[src/design/jump_search_engine_macros.svh]
// Assertion macros shared by the jump search engine.
`ifndef JUMP_SEARCH_ENGINE_MACROS_SVH
`define JUMP_SEARCH_ENGINE_MACROS_SVH

// Consequent checked in the same cycle as the antecedent.
`define JSE_ASSERT_NOW(label, clock, rst_n, ante, cons, msg) \
	label: assert property (@(posedge clock) disable iff (!rst_n) (ante) |-> (cons)) \
		else $error(msg);

// Consequent checked in the cycle after the antecedent.
`define JSE_ASSERT_NEXT(label, clock, rst_n, ante, cons, msg) \
	label: assert property (@(posedge clock) disable iff (!rst_n) (ante) |=> (cons)) \
		else $error(msg);

`endif

[src/design/jse_pkg.sv]
package jse_pkg;

	localparam int VALUE_BITS = 32;
	localparam int POS_BITS   = 10;
	localparam int CMD_BITS   = 2;

	localparam logic [CMD_BITS-1:0] CMD_CLEAR  = 2'd0;
	localparam logic [CMD_BITS-1:0] CMD_APPEND = 2'd1;
	localparam logic [CMD_BITS-1:0] CMD_SEARCH = 2'd2;

	typedef struct packed {
		logic [CMD_BITS-1:0]          command;
		logic signed [VALUE_BITS-1:0] value;
	} req_t;

	typedef struct packed {
		logic                found;
		logic [POS_BITS-1:0] position;
		logic                status;
	} rsp_t;

	// Commands from the controller to the datapath.
	typedef struct packed {
		logic load;       // request taken while idle
		logic probe_run;  // issue the next block-end probe
		logic scan_init;  // set up the scan of the selected block
		logic scan_run;   // issue the next scan read
		logic finish;     // write the search result
		logic found;      // search result flag for finish
	} ctl_cmd_t;

	// Status from the datapath to the controller.
	typedef struct packed {
		logic empty;
		logic probe_hit;
		logic probe_past;
		logic scan_match;
		logic scan_last;
	} ctl_sts_t;

endpackage

[src/design/jse_ctrl.sv]
module jse_ctrl (
	input  logic              clk,
	input  logic              arst_n,
	input  logic              start,
	input  logic [jse_pkg::CMD_BITS-1:0] command,
	input  jse_pkg::ctl_sts_t sts,
	output jse_pkg::ctl_cmd_t cmd,
	output logic              busy,
	output logic              done
);
	import jse_pkg::*;

	localparam logic [1:0] S_IDLE  = 2'd0;
	localparam logic [1:0] S_PROBE = 2'd1;
	localparam logic [1:0] S_SCAN  = 2'd2;

	logic [1:0] state_q;
	logic [1:0] state_d;
	logic       done_q;
	logic       done_d;

	always_comb begin
		cmd     = '0;
		state_d = state_q;
		done_d  = 1'b0;
		unique case (state_q)
			S_IDLE: begin
				if (start) begin
					cmd.load = 1'b1;
					if ((command == CMD_SEARCH) && !sts.empty) begin
						state_d = S_PROBE;
					end else begin
						done_d = 1'b1;
					end
				end
			end
			S_PROBE: begin
				priority if (sts.probe_hit) begin
					cmd.scan_init = 1'b1;
					state_d       = S_SCAN;
				end else if (sts.probe_past) begin
					cmd.finish = 1'b1;
					done_d     = 1'b1;
					state_d    = S_IDLE;
				end else begin
					cmd.probe_run = 1'b1;
				end
			end
			S_SCAN: begin
				priority if (sts.scan_match) begin
					cmd.finish = 1'b1;
					cmd.found  = 1'b1;
					done_d     = 1'b1;
					state_d    = S_IDLE;
				end else if (sts.scan_last) begin
					cmd.finish = 1'b1;
					done_d     = 1'b1;
					state_d    = S_IDLE;
				end else begin
					cmd.scan_run = 1'b1;
				end
			end
			default: begin
				state_d = S_IDLE;
			end
		endcase
	end

	always_ff @(posedge clk or negedge arst_n) begin
		if (!arst_n) begin
			state_q <= S_IDLE;
			done_q  <= 1'b0;
		end else begin
			state_q <= state_d;
			done_q  <= done_d;
		end
	end

	assign busy = (state_q != S_IDLE);
	assign done = done_q;

endmodule

[config.mk]
export PLATFORM = sky130hd
export DESIGN_NAME = jse_ctrl
export DESIGN_NICKNAME = d
export VERILOG_FILES = /design/src/design/jump_search_engine_macros.svh /design/src/design/jse_pkg.sv /design/src/design/jse_ctrl.sv
export SDC_FILE = /design/constraint.sdc
export NUM_CORES = 1
export LEC_CHECK = 0
export BUFFER_PORTS_ARGS = -buffer_cell sky130_fd_sc_hd__buf_2
export CELL_PAD_IN_SITES_DETAIL_PLACEMENT = 1
export CELL_PAD_IN_SITES_GLOBAL_PLACEMENT = 1
export CORE_AREA = 3 3 40 42
export CTS_CLUSTER_DIAMETER = 120
export DETAILED_ROUTE_END_ITERATION = 7
export DIE_AREA = 0 0 43 45
export PLACE_DENSITY_LB_ADDON = 0.1
export SLEW_MARGIN = 15
export SYNTH_ARGS = -nofsm -noshare
export SYNTH_HDL_FRONTEND = slang
export SYNTH_SLANG_ARGS = --single-unit
[constraint.sdc]
create_clock -name clk -period 1.4 [get_ports clk]
set_clock_uncertainty 0.1 [all_clocks]
set_input_delay 0.28 -clock clk [delete_from_list [all_inputs] [get_ports clk]]
set_output_delay 0.28 -clock clk [all_outputs]
set_load 0.01 [all_outputs]
# Yosys cells after proc, flatten, opt, wreduce, memory -nomap -nowiden
# Cells that the tools add are included.
# totals
reg_bits,3
output_inout_bits,8
# op_classes
eq_ne,7
muxes,26
reduce_logical,5
# ops
op,n
1-bit two-way mux,16
2-bit two-way mux,7
3-bit != test (second input constant),2
2-bit one-hot mux with 3 select lines,1
2-bit == test (second input constant),2
2-bit != test (second input constant),2
4-bit AND reduction,1
1-bit one-hot mux with 3 select lines,1
2-bit by 1-bit == test with 1-bit output (second input constant),1
2-bit logical NOT,1
1-bit one-hot mux with 2 select lines,1
2-bit nonzero test,1
1-bit logical AND,1
1-bit logical NOT,1

# Logic depth before layout (Yosys ltp)
# Gate-level depths: netlist of the first run.
# depth
word_depth,5
ltp_mapped,5
depth_no_buf,5

# Worst setup path before layout of the first run
# Ideal clock, no wire load.
# synth_timing
path_kind,flip-flop to flip-flop
from,reg state_q[1]
to,reg state_q[1]
setup_time_ns,0.128
arrival_ns,1.287
t_required_ns,1.172
setup_slack_ns,-0.115
path_stages_with_launch,6
cell_sequence,dfrtp_1 -> inv_1 -> ha_1 -> nor3b_4 -> a211oi_2 -> mux2_1
# synth_via
elab_chain_len,3
# synth_rtl
element,line_no,rtl
"start, declared",jse_ctrl.sv:17,logic [1:0] state_q;
"start signal, assigned",jse_ctrl.sv:74,state_q <= state_d;
2-bit by 1-bit == test with 1-bit output (tied with other cells),jse_ctrl.sv:26,unique case (state_q)
3-bit != test (no source line) / 2-bit != test (equally long branches),-,
4-bit AND reduction (no source line),-,
# Parallel ways exist; a longest one is shown, timed or not.
# A chain may end at the register's enable or synchronous reset.

==> flow_summary.html, run 1 <==
<table>
<tr><th>Metric</th><th>Value</th></tr>
<tr><th colspan="2">Run status</th></tr>
<tr><td>Outcome</td><td>finished, violations left</td></tr>
<tr><td>Failing checks</td><td>negative setup slack</td></tr>
<tr><th colspan="2">Yosys</th></tr>
<tr><td>List of most frequent post-synthesis cells</td><td>sky130_fd_sc_hd__ha_1 (4), sky130_fd_sc_hd__inv_1 (4), sky130_fd_sc_hd__dfrtp_1 (3)</td></tr>
<tr><td>Most used DFF post-synth</td><td>sky130_fd_sc_hd__dfrtp_1</td></tr>
<tr><td>Ranking of synthesized cells by area</td><td>sky130_fd_sc_hd__dfrtp_1 (26%), sky130_fd_sc_hd__ha_1 (17%), sky130_fd_sc_hd__nor3b_4 (13%)</td></tr>
<tr><td>Count of flip-flops with a built-in enable after synthesis</td><td>0</td></tr>
<tr><td>YS warnings</td><td>0</td></tr>
<tr><td>Yosys top cell area share</td><td>about a quarter</td></tr>
<tr><td>Gate Count Post-Synth</td><td>28</td></tr>
<tr><td>Synthesized area per cell</td><td>10.5 um^2</td></tr>
<tr><td>Cell Area, Synth</td><td>293 um^2</td></tr>
<tr><td>Post-synthesis register bit count</td><td>3</td></tr>
<tr><td>Post-Syn Nets</td><td>42</td></tr>
<tr><td>Post-synthesis async set-or-reset flop share</td><td>100%</td></tr>
<tr><td>Sequential element share of the synthesized area</td><td>about 26%</td></tr>
<tr><td>Post-synthesis cell type count</td><td>18</td></tr>
<tr><td>Post-synthesis cell type with the largest combined area</td><td>sky130_fd_sc_hd__dfrtp_1</td></tr>
<tr><th colspan="2">CTS</th></tr>
<tr><td># H-tree levels</td><td>1</td></tr>
<tr><td>Number of clock buffers inserted by TritonCTS</td><td>3</td></tr>
<tr><td>Clock tree sinks</td><td>3</td></tr>
<tr><td>Skew-Pair Late Insertion Delay</td><td>230 ps</td></tr>
<tr><td>Maximum root-to-sink buffer count</td><td>2</td></tr>
<tr><td>Clock Pin Slew Worst Setup and Hold Paths</td><td>roughly 40 ps</td></tr>
<tr><td>Clock tree from TritonCTS</td><td>done</td></tr>
<tr><td>Root Buffer Master</td><td>sky130_fd_sc_hd__clkbuf_4</td></tr>
<tr><th colspan="2">Global route</th></tr>
<tr><td>Wire length of the first global-routing pass</td><td>~1500 um</td></tr>
<tr><td>Pin count of the biggest net entering global routing</td><td>5</td></tr>
<tr><td>Total global routing overflow</td><td>0</td></tr>
<tr><td>Number of antenna violations at the first check in global routing</td><td>0</td></tr>
<tr><td>Number of global-route vias before repair</td><td>348</td></tr>
<tr><td>Total global-route track usage</td><td>between 10% and 20%</td></tr>
<tr><th colspan="2">STA</th></tr>
<tr><td>Final hold slack</td><td>around 280 ps</td></tr>
<tr><td>Total count of hold-check failures in the final report</td><td>0</td></tr>
<tr><td>Min cycle time layout</td><td>1720 ps</td></tr>
<tr><td>Measured slew at the worst slew-check pin</td><td>about 200 ps</td></tr>
<tr><td>Setup tns final</td><td>-2090 ps</td></tr>
<tr><td>Count of pins over their slew limit</td><td>0</td></tr>
<tr><td>Max_slew headroom</td><td>slightly below 90%</td></tr>
<tr><td>Setup violations, final</td><td>9</td></tr>
<tr><td>Setup slack of the critical path after layout</td><td>-319 ps</td></tr>
<tr><td>RSZ-0062 raised after global routing</td><td>true</td></tr>
<tr><td>Achievable Freq</td><td>around 0.58 GHz</td></tr>
<tr><td>Final worst-path cycle share</td><td>123%</td></tr>
<tr><th colspan="2">Drt</th></tr>
<tr><td>Initial DRC Count</td><td>2</td></tr>
<tr><td>Post-Route WL</td><td>around 950 um</td></tr>
<tr><td>Detail Route Antenna Nets</td><td>0</td></tr>
<tr><td>Detailed-route via count</td><td>~320</td></tr>
<tr><td>Routed vias/inst</td><td>around 4.4</td></tr>
<tr><td>Number of detailed-routing iterations run before antenna repair</td><td>4</td></tr>
<tr><td>Per-cell routed wire length</td><td>~13 um</td></tr>
<tr><td>DRC violations left</td><td>0</td></tr>
<tr><th colspan="2">Setup path</th></tr>
<tr><td>Biggest fanout along the worst timing path</td><td>3</td></tr>
<tr><td>CP Capture Type</td><td>output port</td></tr>
<tr><td>Count of buffer and inverter cells on the critical path</td><td>3</td></tr>
<tr><td>Maximum cell stage delay along the critical path</td><td>approximately 420 ps</td></tr>
<tr><td>Startpoint type of the worst setup path</td><td>flop</td></tr>
<tr><td>Most frequent CP cell</td><td>sky130_fd_sc_hd__buf_4</td></tr>
<tr><td>Cell family with most CP delay</td><td>flip-flops</td></tr>
<tr><td>Critical path class</td><td>flop to output port</td></tr>
<tr><td>Cells along the critical path</td><td>buf_4, ha_4, nor3b_4, buf_4, buf_6</td></tr>
<tr><td>Arrival time reported for the critical path endpoint</td><td>about 1300 ps</td></tr>
<tr><td>Slowest cell on the critical path</td><td>sky130_fd_sc_hd__dfrtp_2</td></tr>
<tr><td>Required time reported for the critical path endpoint</td><td>between 1000 and 1500 ps</td></tr>
<tr><th colspan="2">Finish</th></tr>
<tr><td>Post-route non-filler standard cell count</td><td>74</td></tr>
<tr><td>Ant. Diodes</td><td>0</td></tr>
<tr><td>Fraction of the core area covered by cells at the end of the flow</td><td>between 40% and 50%</td></tr>
<tr><td>Final net count</td><td>74</td></tr>
<tr><td>Area growth syn-to-layout</td><td>89.7%</td></tr>
<tr><td>Cell area after layout</td><td>roughly 560 um^2</td></tr>
<tr><td>Fraction of final layout cells with drive strength greater than 1</td><td>72.9%</td></tr>
<tr><td>Fill cell total of the finished layout</td><td>approximately 150</td></tr>
<tr><th colspan="2">Placed design</th></tr>
<tr><td>Total instance count after detailed placement</td><td>62</td></tr>
<tr><td>Post-DP Area</td><td>412 um^2</td></tr>
<tr><td>Number of port buffers</td><td>17</td></tr>
<tr><td>Detailed placement HPWL</td><td>between 600 and 700 um</td></tr>
<tr><td>Routability-driven placement congestion ratio</td><td>around 0.75</td></tr>
<tr><td>Dpl ws</td><td>-189 ps</td></tr>
<tr><th colspan="2">Die</th></tr>
<tr><td>I/O Pins</td><td>18</td></tr>
<tr><td>Height of the chip</td><td>about 45 um</td></tr>
<tr><td>Placeable core region</td><td>1280 um^2</td></tr>
<tr><td>Total die area</td><td>a little under 2000 um^2</td></tr>
<tr><td>Initial Util</td><td>roughly 23%</td></tr>
<tr><td>Number of core rows</td><td>13</td></tr>
<tr><td>Overall die width</td><td>approximately 43 um</td></tr>
<tr><th colspan="2">Power</th></tr>
<tr><td>Total power draw</td><td>between 0.6 and 0.7 mW</td></tr>
<tr><td>Worst voltage drop across the vdd grid</td><td>0.000547 V</td></tr>
<tr><td>P_leak</td><td>0.284 nW</td></tr>
<tr><td>Power Dens Cells</td><td>1150 nW/um^2</td></tr>
<tr><th colspan="2">Hold path</th></tr>
<tr><td>Worst hold path type</td><td>input port to async pin</td></tr>
<tr><th colspan="2">Job</th></tr>
<tr><td>Max Cap Violations</td><td>0</td></tr>
</table>
[registers in the layout (all words and copies together), names as in the netlist]
| name | cells |
|---|---|
| done | 1 |
| state_q | 2 |
[kinds of logic (layout without fill, tap and decap cells)]
family	count (synthesis)	after routing	share of synthesized area [%]
AO/OA/AOI/OAI	6	6	16.2
AND/OR/NAND/NOR	9	9	29.5
flip-flops	3	3	25.6
multiplexers	1	1	3.85
buffers and inverters	5	36	7.69
adder cells (fa/ha/maj)	4	4	17.1
[power breakdown]
group          total [mW]  internal (mW)  switching (mW)
clock network       0.148          0.107          0.0413
logic               0.354          0.197           0.158
registers           0.136          0.116          0.0198
[per-layer routing]
| layer | global-route usage, % | wire length, um |
|---|---|---|
| met2 | 20.1 | 513 |
| met1 | 11.6 | 374 |
| met4 | 1.81 | 0 |
| met3 | 4.38 | 63 |
| met5 | 0 | 0 |
[cell usage in the layout, fill, tap and decap left out, types with 2 or more instances in the layout]
cell / netlist / layout
sky130_fd_sc_hd__nor3b_4: 2 / 2
sky130_fd_sc_hd__ha_1: 4 / 2
sky130_fd_sc_hd__ha_4: 0 / 2
sky130_fd_sc_hd__dfrtp_2: 0 / 2
sky130_fd_sc_hd__inv_2: 0 / 2
sky130_fd_sc_hd__clkbuf_4: 0 / 3
sky130_fd_sc_hd__inv_1: 4 / 2
sky130_fd_sc_hd__buf_2: 0 / 15
sky130_fd_sc_hd__buf_6: 0 / 3
sky130_fd_sc_hd__buf_4: 1 / 9
sky130_fd_sc_hd__and2_1: 2 / 2
[final timing paths]
kind,start,end,slack [ps],cells past startpoint
worst max-delay path,state_q[0],cmd[4],-320,5
worst min-delay path,arst_n,done,280,2
worst max register to register,state_q[0],state_q[1],-310,6
worst min register to register,state_q[1],state_q[1],480,1
max in group asynchronous,arst_n,state_q[1],790,2
min in group clk,sts[4],done,290,3
[area by class of cell]
cell class | instances | area, um^2 | share of cell area [%]
sequential | 3 | 77.6 | 14.0
clock buffer | 4 | 26.3 | 4.73
timing repair buffer | 28 | 186 | 33.6
tap | 15 | 18.8 | 3.38
inverter | 4 | 15.0 | 2.70
multi-input combinational | 20 | 231 | 41.7
[what timing repair did]
action                                  CTS  global route
setup buffers                             5             3
endpoints found under the hold margin     3             0
pin swaps                                 0             3
resized for setup                         5             9
hold buffers                              1             0
endpoints found under the setup margin    9            10
(Power assumes the default switching activity.)
==> run 2, diff against run 1 <==
==> constraint.sdc (replaced) <==
create_clock -name clk -period 1.4 [get_ports clk]
set_clock_uncertainty 0.1 [all_clocks]
set_input_delay 0.28 -clock clk [delete_from_list [all_inputs] [get_ports clk]]
set_output_delay 0.28 -clock clk [all_outputs]
set_load 0.1 [all_outputs]
==> run 2 against run 1 <==
The run still ends with negative setup slack left. Global-route usage rose by 1.9 points. Count of clock-buffer cells in the layout stayed put. Register-to-register slack worse by 130 ps. Total power is 100% higher. Design area rose by 42%. Die area unchanged. Critical endpoint is now state_q[1].
==> flow_summary.html, run 2 (synthesis gave the netlist of run 1 again) <==
<table>
<tr><th>Metric</th><th>Value</th></tr>
<tr><th colspan="2">Setup path</th></tr>
<tr><td>Startpoint type of the worst setup path</td><td>flop</td></tr>
<tr><td>CP Capture Type</td><td>flop</td></tr>
<tr><td>Cell family with most CP delay</td><td>flip-flops</td></tr>
<tr><td>Launching point of the worst reg2reg path</td><td>state_q[0]</td></tr>
<tr><td>Required time reported for the critical path endpoint</td><td>approximately 1400 ps</td></tr>
<tr><td>Critical path launch point</td><td>state_q[0]</td></tr>
<tr><td>Worst R2R Path Depth</td><td>7</td></tr>
<tr><td>Critical path depth</td><td>7</td></tr>
<tr><td>Reg2Reg Capture Point</td><td>state_q[1]</td></tr>
<tr><td>Last element of the critical path</td><td>state_q[1]</td></tr>
<tr><td>Biggest fanout along the worst timing path</td><td>3</td></tr>
<tr><td>Count of buffer and inverter cells on the critical path</td><td>3</td></tr>
<tr><td>Most frequent CP cell</td><td>sky130_fd_sc_hd__buf_6</td></tr>
<tr><td>Critical path class</td><td>flop to flop</td></tr>
<tr><td>Slowest cell on the critical path</td><td>sky130_fd_sc_hd__dfrtp_1</td></tr>
<tr><td>Setup slack of the most critical reg-to-reg path</td><td>-440 ps</td></tr>
<tr><td>Arrival time reported for the critical path endpoint</td><td>between 1500 and 2000 ps</td></tr>
<tr><td>Cells along the critical path</td><td>buf_6, ha_4, nor3b_4, buf_4, buf_6, a211oi_4, mux2_4</td></tr>
<tr><td>Maximum cell stage delay along the critical path</td><td>just over 400 ps</td></tr>
<tr><th colspan="2">Finish</th></tr>
<tr><td>Fraction of the core area covered by cells at the end of the flow</td><td>about three fifths</td></tr>
<tr><td>Number of flip-flops under the largest register name</td><td>2</td></tr>
<tr><td>Register bank with the most flops</td><td>state_q</td></tr>
<tr><td>Most frequent cells in the layout</td><td>sky130_fd_sc_hd__buf_4 (10), sky130_fd_sc_hd__buf_2 (9), sky130_fd_sc_hd__buf_12 (8), sky130_fd_sc_hd__buf_6 (5)</td></tr>
<tr><td>Area growth syn-to-layout</td><td>169%</td></tr>
<tr><td>Most frequent standard cell in the layout excluding fill and tap cells</td><td>sky130_fd_sc_hd__buf_4</td></tr>
<tr><td>Final net count</td><td>79</td></tr>
<tr><td>Fraction of final layout cells with drive strength greater than 1</td><td>between 80% and 90%</td></tr>
<tr><td>Ant. Diodes</td><td>0</td></tr>
<tr><td>Post-route non-filler standard cell count</td><td>just under 80</td></tr>
<tr><th colspan="2">Die</th></tr>
<tr><td>Initial Util</td><td>22.8%</td></tr>
<tr><td>Total die area</td><td>1940 um^2</td></tr>
<tr><td>Placeable core region</td><td>1280 um^2</td></tr>
<tr><td>Overall die width</td><td>roughly 43 um</td></tr>
<tr><td>I/O Pins</td><td>18</td></tr>
<tr><td>Number of core rows</td><td>13</td></tr>
<tr><td>Height of the chip</td><td>about 45 um</td></tr>
<tr><th colspan="2">Global route</th></tr>
<tr><td>Total global-route track usage</td><td>between 10% and 20%</td></tr>
<tr><td>Number of antenna violations at the first check in global routing</td><td>0</td></tr>
<tr><td>Wire length of the first global-routing pass</td><td>1660 um</td></tr>
<tr><td>Pin count of the biggest net entering global routing</td><td>5</td></tr>
<tr><td>Number of global-route vias before repair</td><td>around 380</td></tr>
<tr><td>Total global routing overflow</td><td>0</td></tr>
<tr><th colspan="2">STA</th></tr>
<tr><td>Measured slew at the worst slew-check pin</td><td>around 280 ps</td></tr>
<tr><td>Final hold slack</td><td>~260 ps</td></tr>
<tr><td>Achievable Freq</td><td>around 0.54 GHz</td></tr>
<tr><td>Min cycle time layout</td><td>1840 ps</td></tr>
<tr><td>Setup violations, final</td><td>10</td></tr>
<tr><td>Count of pins over their slew limit</td><td>0</td></tr>
<tr><td>Total count of hold-check failures in the final report</td><td>0</td></tr>
<tr><td>Setup slack of the critical path after layout</td><td>-445 ps</td></tr>
<tr><td>RSZ-0062 raised after global routing</td><td>true</td></tr>
<tr><td>Max_slew headroom</td><td>around 80%</td></tr>
<tr><td>Final worst-path cycle share</td><td>132%</td></tr>
<tr><th colspan="2">Drt</th></tr>
<tr><td>Initial DRC Count</td><td>1</td></tr>
<tr><td>Per-cell routed wire length</td><td>around 15 um</td></tr>
<tr><td>Routed vias/inst</td><td>4.42</td></tr>
<tr><td>Number of detailed-routing iterations run before antenna repair</td><td>3</td></tr>
<tr><td>Detailed-route via count</td><td>349</td></tr>
<tr><td>Detail Route Antenna Nets</td><td>0</td></tr>
<tr><td>DRC violations left</td><td>0</td></tr>
<tr><td>Post-Route WL</td><td>1210 um</td></tr>
<tr><th colspan="2">Placed design</th></tr>
<tr><td>Detailed placement HPWL</td><td>roughly 740 um</td></tr>
<tr><td>Total instance count after detailed placement</td><td>63</td></tr>
<tr><td>Number of port buffers</td><td>17</td></tr>
<tr><td>Routability-driven placement congestion ratio</td><td>~0.67</td></tr>
<tr><th colspan="2">Power</th></tr>
<tr><td>Internal power</td><td>~0.67 mW</td></tr>
<tr><td>Sequential cell fraction of total power</td><td>~11%</td></tr>
<tr><td>Worst voltage drop across the vdd grid</td><td>0.000872 V</td></tr>
<tr><td>Net switching power figure</td><td>between 0.6 and 0.7 mW</td></tr>
<tr><td>Switching Share</td><td>about 48%</td></tr>
<tr><td>Clk pwr share</td><td>12.0%</td></tr>
<tr><td>Power Dens Cells</td><td>about 1600 nW/um^2</td></tr>
<tr><td>Total power draw</td><td>about 1.3 mW</td></tr>
<tr><td>P_leak</td><td>between 0.3 and 0.4 nW</td></tr>
<tr><td>Power share of the combinational group</td><td>between 70% and 80%</td></tr>
<tr><th colspan="2">CTS</th></tr>
<tr><td>Number of clock buffers inserted by TritonCTS</td><td>3</td></tr>
<tr><td>Skew-Pair Late Insertion Delay</td><td>between 200 and 250 ps</td></tr>
<tr><td>Clock tree from TritonCTS</td><td>done</td></tr>
<tr><td>Clock tree sinks</td><td>3</td></tr>
<tr><td>Maximum root-to-sink buffer count</td><td>2</td></tr>
<tr><td>Clock Pin Slew Worst Setup and Hold Paths</td><td>roughly 40 ps</td></tr>
<tr><td>Root Buffer Master</td><td>sky130_fd_sc_hd__clkbuf_4</td></tr>
<tr><td># H-tree levels</td><td>1</td></tr>
<tr><th colspan="2">Run status</th></tr>
<tr><td>Failing checks</td><td>negative setup slack</td></tr>
<tr><td>Outcome</td><td>finished, violations left</td></tr>
<tr><th colspan="2">Job</th></tr>
<tr><td>Max Cap Violations</td><td>0</td></tr>
<tr><th colspan="2">Hold path</th></tr>
<tr><td>Worst hold path type</td><td>input port to async pin</td></tr>
</table>
-- run 2: changes by cell type in the layout (fill, tap and decap cells not counted), sizes merged --
cell	previous run	this run
inv	4	3
clkinvlp	0	1
buf	27	32
-- run 2: power by group through the flow --
| stage | Combinational (mW) | Clock, mW | Sequential [mW] |
|---|---|---|---|
| final | 0.997 | 0.156 | 0.146 |
| after global routing | 1.03 | 0.180 | 0.149 |
| after CTS | 0.889 | 0.170 | 0.141 |
| after detailed placement | 0.764 | 0 | 0.140 |
| after global placement | 0.751 | 0 | 0.136 |
| after floorplan | 0.384 | 0 | 0.233 |
-- run 2: area by class of cell --
class	instances	area, um^2
Fill cell	148	497
Multi-Input combinational cell	20	299
Timing Repair Buffer	33	347
Tap cell	15	18.8
Inverter	4	21.3
Clock buffer	4	26.3
Sequential cell	3	76.3
-- run 2: worst min-delay path by stage --
| stage | from | end | slack, ps | depth (start not counted) |
|---|---|---|---|---|
| after global routing | arst_n | state_q[0] | 250 | 2 |
| after global placement | arst_n | done | -20 | 1 |
| after detailed placement | arst_n | done | -20 | 1 |
| after floorplan | arst_n | done | -120 | 0 |
| after CTS | arst_n | state_q[1] | 240 | 2 |
| final | arst_n | state_q[0] | 260 | 2 |
-- run 2: per-stage QoR --
step	TNS (ps)	setup slack [ps]	area [um^2]
final	-3180	-445	788
after global routing	-3710	-482	788
after CTS	-2930	-422	704
after detailed placement	-1480	-285	549
after global placement	-963	-240	549
after floorplan	-3500	-791	307
-- run 2: worst reg2reg max path: stages, from the launching register on --
cell and delay [ps]:
sky130_fd_sc_hd__dfrtp_1 410, sky130_fd_sc_hd__buf_6 140, sky130_fd_sc_hd__ha_4 170, sky130_fd_sc_hd__nor3b_4 160, sky130_fd_sc_hd__buf_4 130, sky130_fd_sc_hd__buf_6 110
sky130_fd_sc_hd__a211oi_4 180, sky130_fd_sc_hd__mux2_4 320
-- run 2: routing by layer --
metal  up-vias  part of all wire [%]  wire length, um  track usage, %
li1        166                     -                -               -
met1       171                    38              462            11.6
met2        12                    57              692            22.5
met3         0                   4.5               54            3.19
met4         0                     0                0            12.7
met5         -                     0                0               0
-- run 2: repair_timing --
action	in CTS	in global routing
buffers inserted	6	5
gates resized for setup	16	10
setup endpoints to repair	10	10
pin swaps	2	1
hold buffers	1	0
endpoints found under the hold margin	3	0
==> run 3, diff against run 2 <==
- CELL_PAD_IN_SITES_DETAIL_PLACEMENT: 1 -> not set
- CELL_PAD_IN_SITES_GLOBAL_PLACEMENT: 1 -> not set
- CORE_AREA: 3 3 40 42 -> 2 2 39 41
- DIE_AREA: 0 0 43 45 -> 0 0 41 43
- PLACE_DENSITY_LB_ADDON: 0.1 -> not set
==> run 3 against run 2 <==
The run still ends with negative setup slack left. Hold slack better by 16 ps. First-iteration DRC count down 100%. Routed wire length down 39%. Sequential power down 4%. Utilization down 12 points. Cell count down 3.8%. Fmax up 2.9%. Largest power group unchanged. Highest routed layer unchanged.
==> flow_summary.html, run 3 (synthesis gave the netlist of run 1 again) <==
<table>
<tr><th>Metric</th><th>Value</th></tr>
<tr><th colspan="2">Global route</th></tr>
<tr><td>Total global routing overflow</td><td>0</td></tr>
<tr><td>Number of global-route vias before repair</td><td>302</td></tr>
<tr><td>Number of antenna violations at the first check in global routing</td><td>0</td></tr>
<tr><td>Wire length of the first global-routing pass</td><td>~1200 um</td></tr>
<tr><td>Pin count of the biggest net entering global routing</td><td>5</td></tr>
<tr><td>Total global-route track usage</td><td>10.4%</td></tr>
<tr><th colspan="2">Setup path</th></tr>
<tr><td>Required time reported for the critical path endpoint</td><td>between 1000 and 1500 ps</td></tr>
<tr><td>Startpoint type of the worst setup path</td><td>flop</td></tr>
<tr><td>Arrival time reported for the critical path endpoint</td><td>around 1400 ps</td></tr>
<tr><td>CP Capture Type</td><td>output port</td></tr>
<tr><td>Worst R2R Path Depth</td><td>6</td></tr>
<tr><td>Critical path class</td><td>flop to output port</td></tr>
<tr><td>Biggest fanout along the worst timing path</td><td>3</td></tr>
<tr><th colspan="2">Power</th></tr>
<tr><td>Power Dens Cells</td><td>between 1500 and 2000 nW/um^2</td></tr>
<tr><td>Switching Share</td><td>between 40% and 50%</td></tr>
<tr><td>Total power draw</td><td>approximately 1.1 mW</td></tr>
<tr><td>Internal power</td><td>slightly below 0.6 mW</td></tr>
<tr><td>Worst voltage drop across the vdd grid</td><td>between 0.001 and 0.0015 V</td></tr>
<tr><td>P_leak</td><td>0.314 nW</td></tr>
<tr><td>Clk pwr share</td><td>between 10% and 20%</td></tr>
<tr><td>Sequential cell fraction of total power</td><td>12.4%</td></tr>
<tr><td>Net switching power figure</td><td>0.559 mW</td></tr>
<tr><td>Power share of the combinational group</td><td>between 70 and 80%</td></tr>
<tr><th colspan="2">Drt</th></tr>
<tr><td>Post-Route WL</td><td>between 700 and 800 um</td></tr>
<tr><td>DRC violations left</td><td>0</td></tr>
<tr><td>Routed vias/inst</td><td>~4.1</td></tr>
<tr><td>Detailed-route via count</td><td>310</td></tr>
<tr><td>Number of detailed-routing iterations run before antenna repair</td><td>1</td></tr>
<tr><td>Detail Route Antenna Nets</td><td>0</td></tr>
<tr><td>Per-cell routed wire length</td><td>~10 um</td></tr>
<tr><td>Initial DRC Count</td><td>0</td></tr>
<tr><th colspan="2">Finish</th></tr>
<tr><td>Post-route non-filler standard cell count</td><td>76</td></tr>
<tr><td>Most frequent standard cell in the layout excluding fill and tap cells</td><td>sky130_fd_sc_hd__buf_4</td></tr>
<tr><td>Fraction of final layout cells with drive strength greater than 1</td><td>~80%</td></tr>
<tr><td>Most frequent cells in the layout</td><td>sky130_fd_sc_hd__buf_4 (10), sky130_fd_sc_hd__buf_2 (9), sky130_fd_sc_hd__buf_12 (8)</td></tr>
<tr><td>Number of flip-flops under the largest register name</td><td>2</td></tr>
<tr><td>Area growth syn-to-layout</td><td>135%</td></tr>
<tr><td>Final net count</td><td>75</td></tr>
<tr><td>Fill cell total of the finished layout</td><td>approximately 120</td></tr>
<tr><td>Register bank with the most flops</td><td>state_q</td></tr>
<tr><td>Cell area after layout</td><td>687 um^2</td></tr>
<tr><td>Ant. Diodes</td><td>0</td></tr>
<tr><th colspan="2">CTS</th></tr>
<tr><td>Number of clock buffers inserted by TritonCTS</td><td>3</td></tr>
<tr><td>Root Buffer Master</td><td>sky130_fd_sc_hd__clkbuf_4</td></tr>
<tr><td>Maximum root-to-sink buffer count</td><td>2</td></tr>
<tr><td># H-tree levels</td><td>1</td></tr>
<tr><td>Clock Pin Slew Worst Setup and Hold Paths</td><td>around 40 ps</td></tr>
<tr><td>Clock tree from TritonCTS</td><td>done</td></tr>
<tr><td>Clock tree sinks</td><td>3</td></tr>
<tr><td>Skew-Pair Late Insertion Delay</td><td>between 200 and 250 ps</td></tr>
<tr><th colspan="2">STA</th></tr>
<tr><td>Setup violations, final</td><td>10</td></tr>
<tr><td>Measured slew at the worst slew-check pin</td><td>about 210 ps</td></tr>
<tr><td>Final worst-path cycle share</td><td>128%</td></tr>
<tr><td>Setup slack of the critical path after layout</td><td>-393 ps</td></tr>
<tr><td>RSZ-0062 raised after global routing</td><td>true</td></tr>
<tr><td>Total count of hold-check failures in the final report</td><td>0</td></tr>
<tr><td>Achievable Freq</td><td>~0.56 GHz</td></tr>
<tr><td>Max_slew headroom</td><td>a little under nine tenths</td></tr>
<tr><td>Min cycle time layout</td><td>1790 ps</td></tr>
<tr><td>Count of pins over their slew limit</td><td>0</td></tr>
<tr><th colspan="2">Run status</th></tr>
<tr><td>Outcome</td><td>finished, violations left</td></tr>
<tr><td>Failing checks</td><td>negative setup slack</td></tr>
<tr><th colspan="2">Placed design</th></tr>
<tr><td>Routability-driven placement congestion ratio</td><td>around 0.7</td></tr>
<tr><td>Post-DP Area</td><td>551 um^2</td></tr>
<tr><td>Total instance count after detailed placement</td><td>between 60 and 70</td></tr>
<tr><td>Detailed placement HPWL</td><td>roughly 560 um</td></tr>
<tr><td>Number of port buffers</td><td>17</td></tr>
<tr><th colspan="2">Die</th></tr>
<tr><td>I/O Pins</td><td>18</td></tr>
<tr><td>Placeable core region</td><td>roughly 1400 um^2</td></tr>
<tr><td>Overall die width</td><td>41 um</td></tr>
<tr><td>Height of the chip</td><td>around 43 um</td></tr>
<tr><td>Number of core rows</td><td>14</td></tr>
<tr><td>Total die area</td><td>1760 um^2</td></tr>
<tr><td>Initial Util</td><td>around a fifth</td></tr>
<tr><th colspan="2">Job</th></tr>
<tr><td>Max Cap Violations</td><td>0</td></tr>
<tr><th colspan="2">Hold path</th></tr>
<tr><td>Worst hold path type</td><td>input port to async pin</td></tr>
</table>
-- run 3: layout make-up --
type | instances | area (um^2) | area share, %
repair buffers | 29 | 302 | 43.9
multi-input cells | 20 | 245 | 35.7
flip-flops and latches | 3 | 75.1 | 10.9
clock buffers | 4 | 26.3 | 3.83
well taps | 16 | 20.0 | 2.91
inverters | 4 | 18.8 | 2.73
-- run 3: per-layer routing --
metal	vias to the layer above	GRT usage (%)	routed length [um]
li1	162	-	-
met1	140	11.4	277
met2	8	16.6	429
met3	0	3.14	35
met4	0	6.00	0
met5	-	0	0
-- run 3: through the flow --
step | setup TNS [ps] | hold slack [ps] | setup slack (ps) | util, %
after floorplan | -3500 | -116 | -791 | -
after global placement | -999 | -24.2 | -227 | 39.8
after detailed placement | -1100 | -22.8 | -228 | 39.8
after CTS | -2550 | 260 | -382 | 48.3
after global routing | -3110 | 265 | -457 | 49.6
final | -2610 | 273 | -393 | 49.6
-- run 3: worst max-delay path: stages, from the launching register on --
cell                      delay, ps
sky130_fd_sc_hd__dfrtp_1        430
sky130_fd_sc_hd__inv_2           80
sky130_fd_sc_hd__ha_2           310
sky130_fd_sc_hd__nor2b_2        170
sky130_fd_sc_hd__buf_12         190
-- run 3: final timing paths --
| check | from | end | slack (ps) |
|---|---|---|---|
| hold / removal | arst_n | state_q[0] | 270 |
| setup / recovery | state_q[1] | cmd[1] | -390 |
| hold reg to reg | state_q[0] | state_q[0] | 560 |
| setup reg to reg | state_q[0] | state_q[1] | -310 |
| max in group asynchronous | arst_n | done | 820 |
| min in group clk | sts[4] | done | 300 |
-- run 3: power groups by stage --
stage	sequential, mW	clock (mW)	combinational (mW)
2_1_floorplan	0.233	0	0.384
3_3_place_gp	0.137	0	0.749
3_5_place_dp	0.138	0	0.754
4_1_cts	0.139	0.160	0.837
5_1_grt	0.142	0.165	0.888
6_report	0.140	0.149	0.847
-- run 3: timing repair --
item / CTS / global route
endpoints found under the hold margin: 3 / 0
gates resized for setup: 12 / 1
buffers inserted: 5 / 2
hold buffers: 1 / 0
pin swaps: 3 / 0
endpoints found under the setup margin: 10 / 10
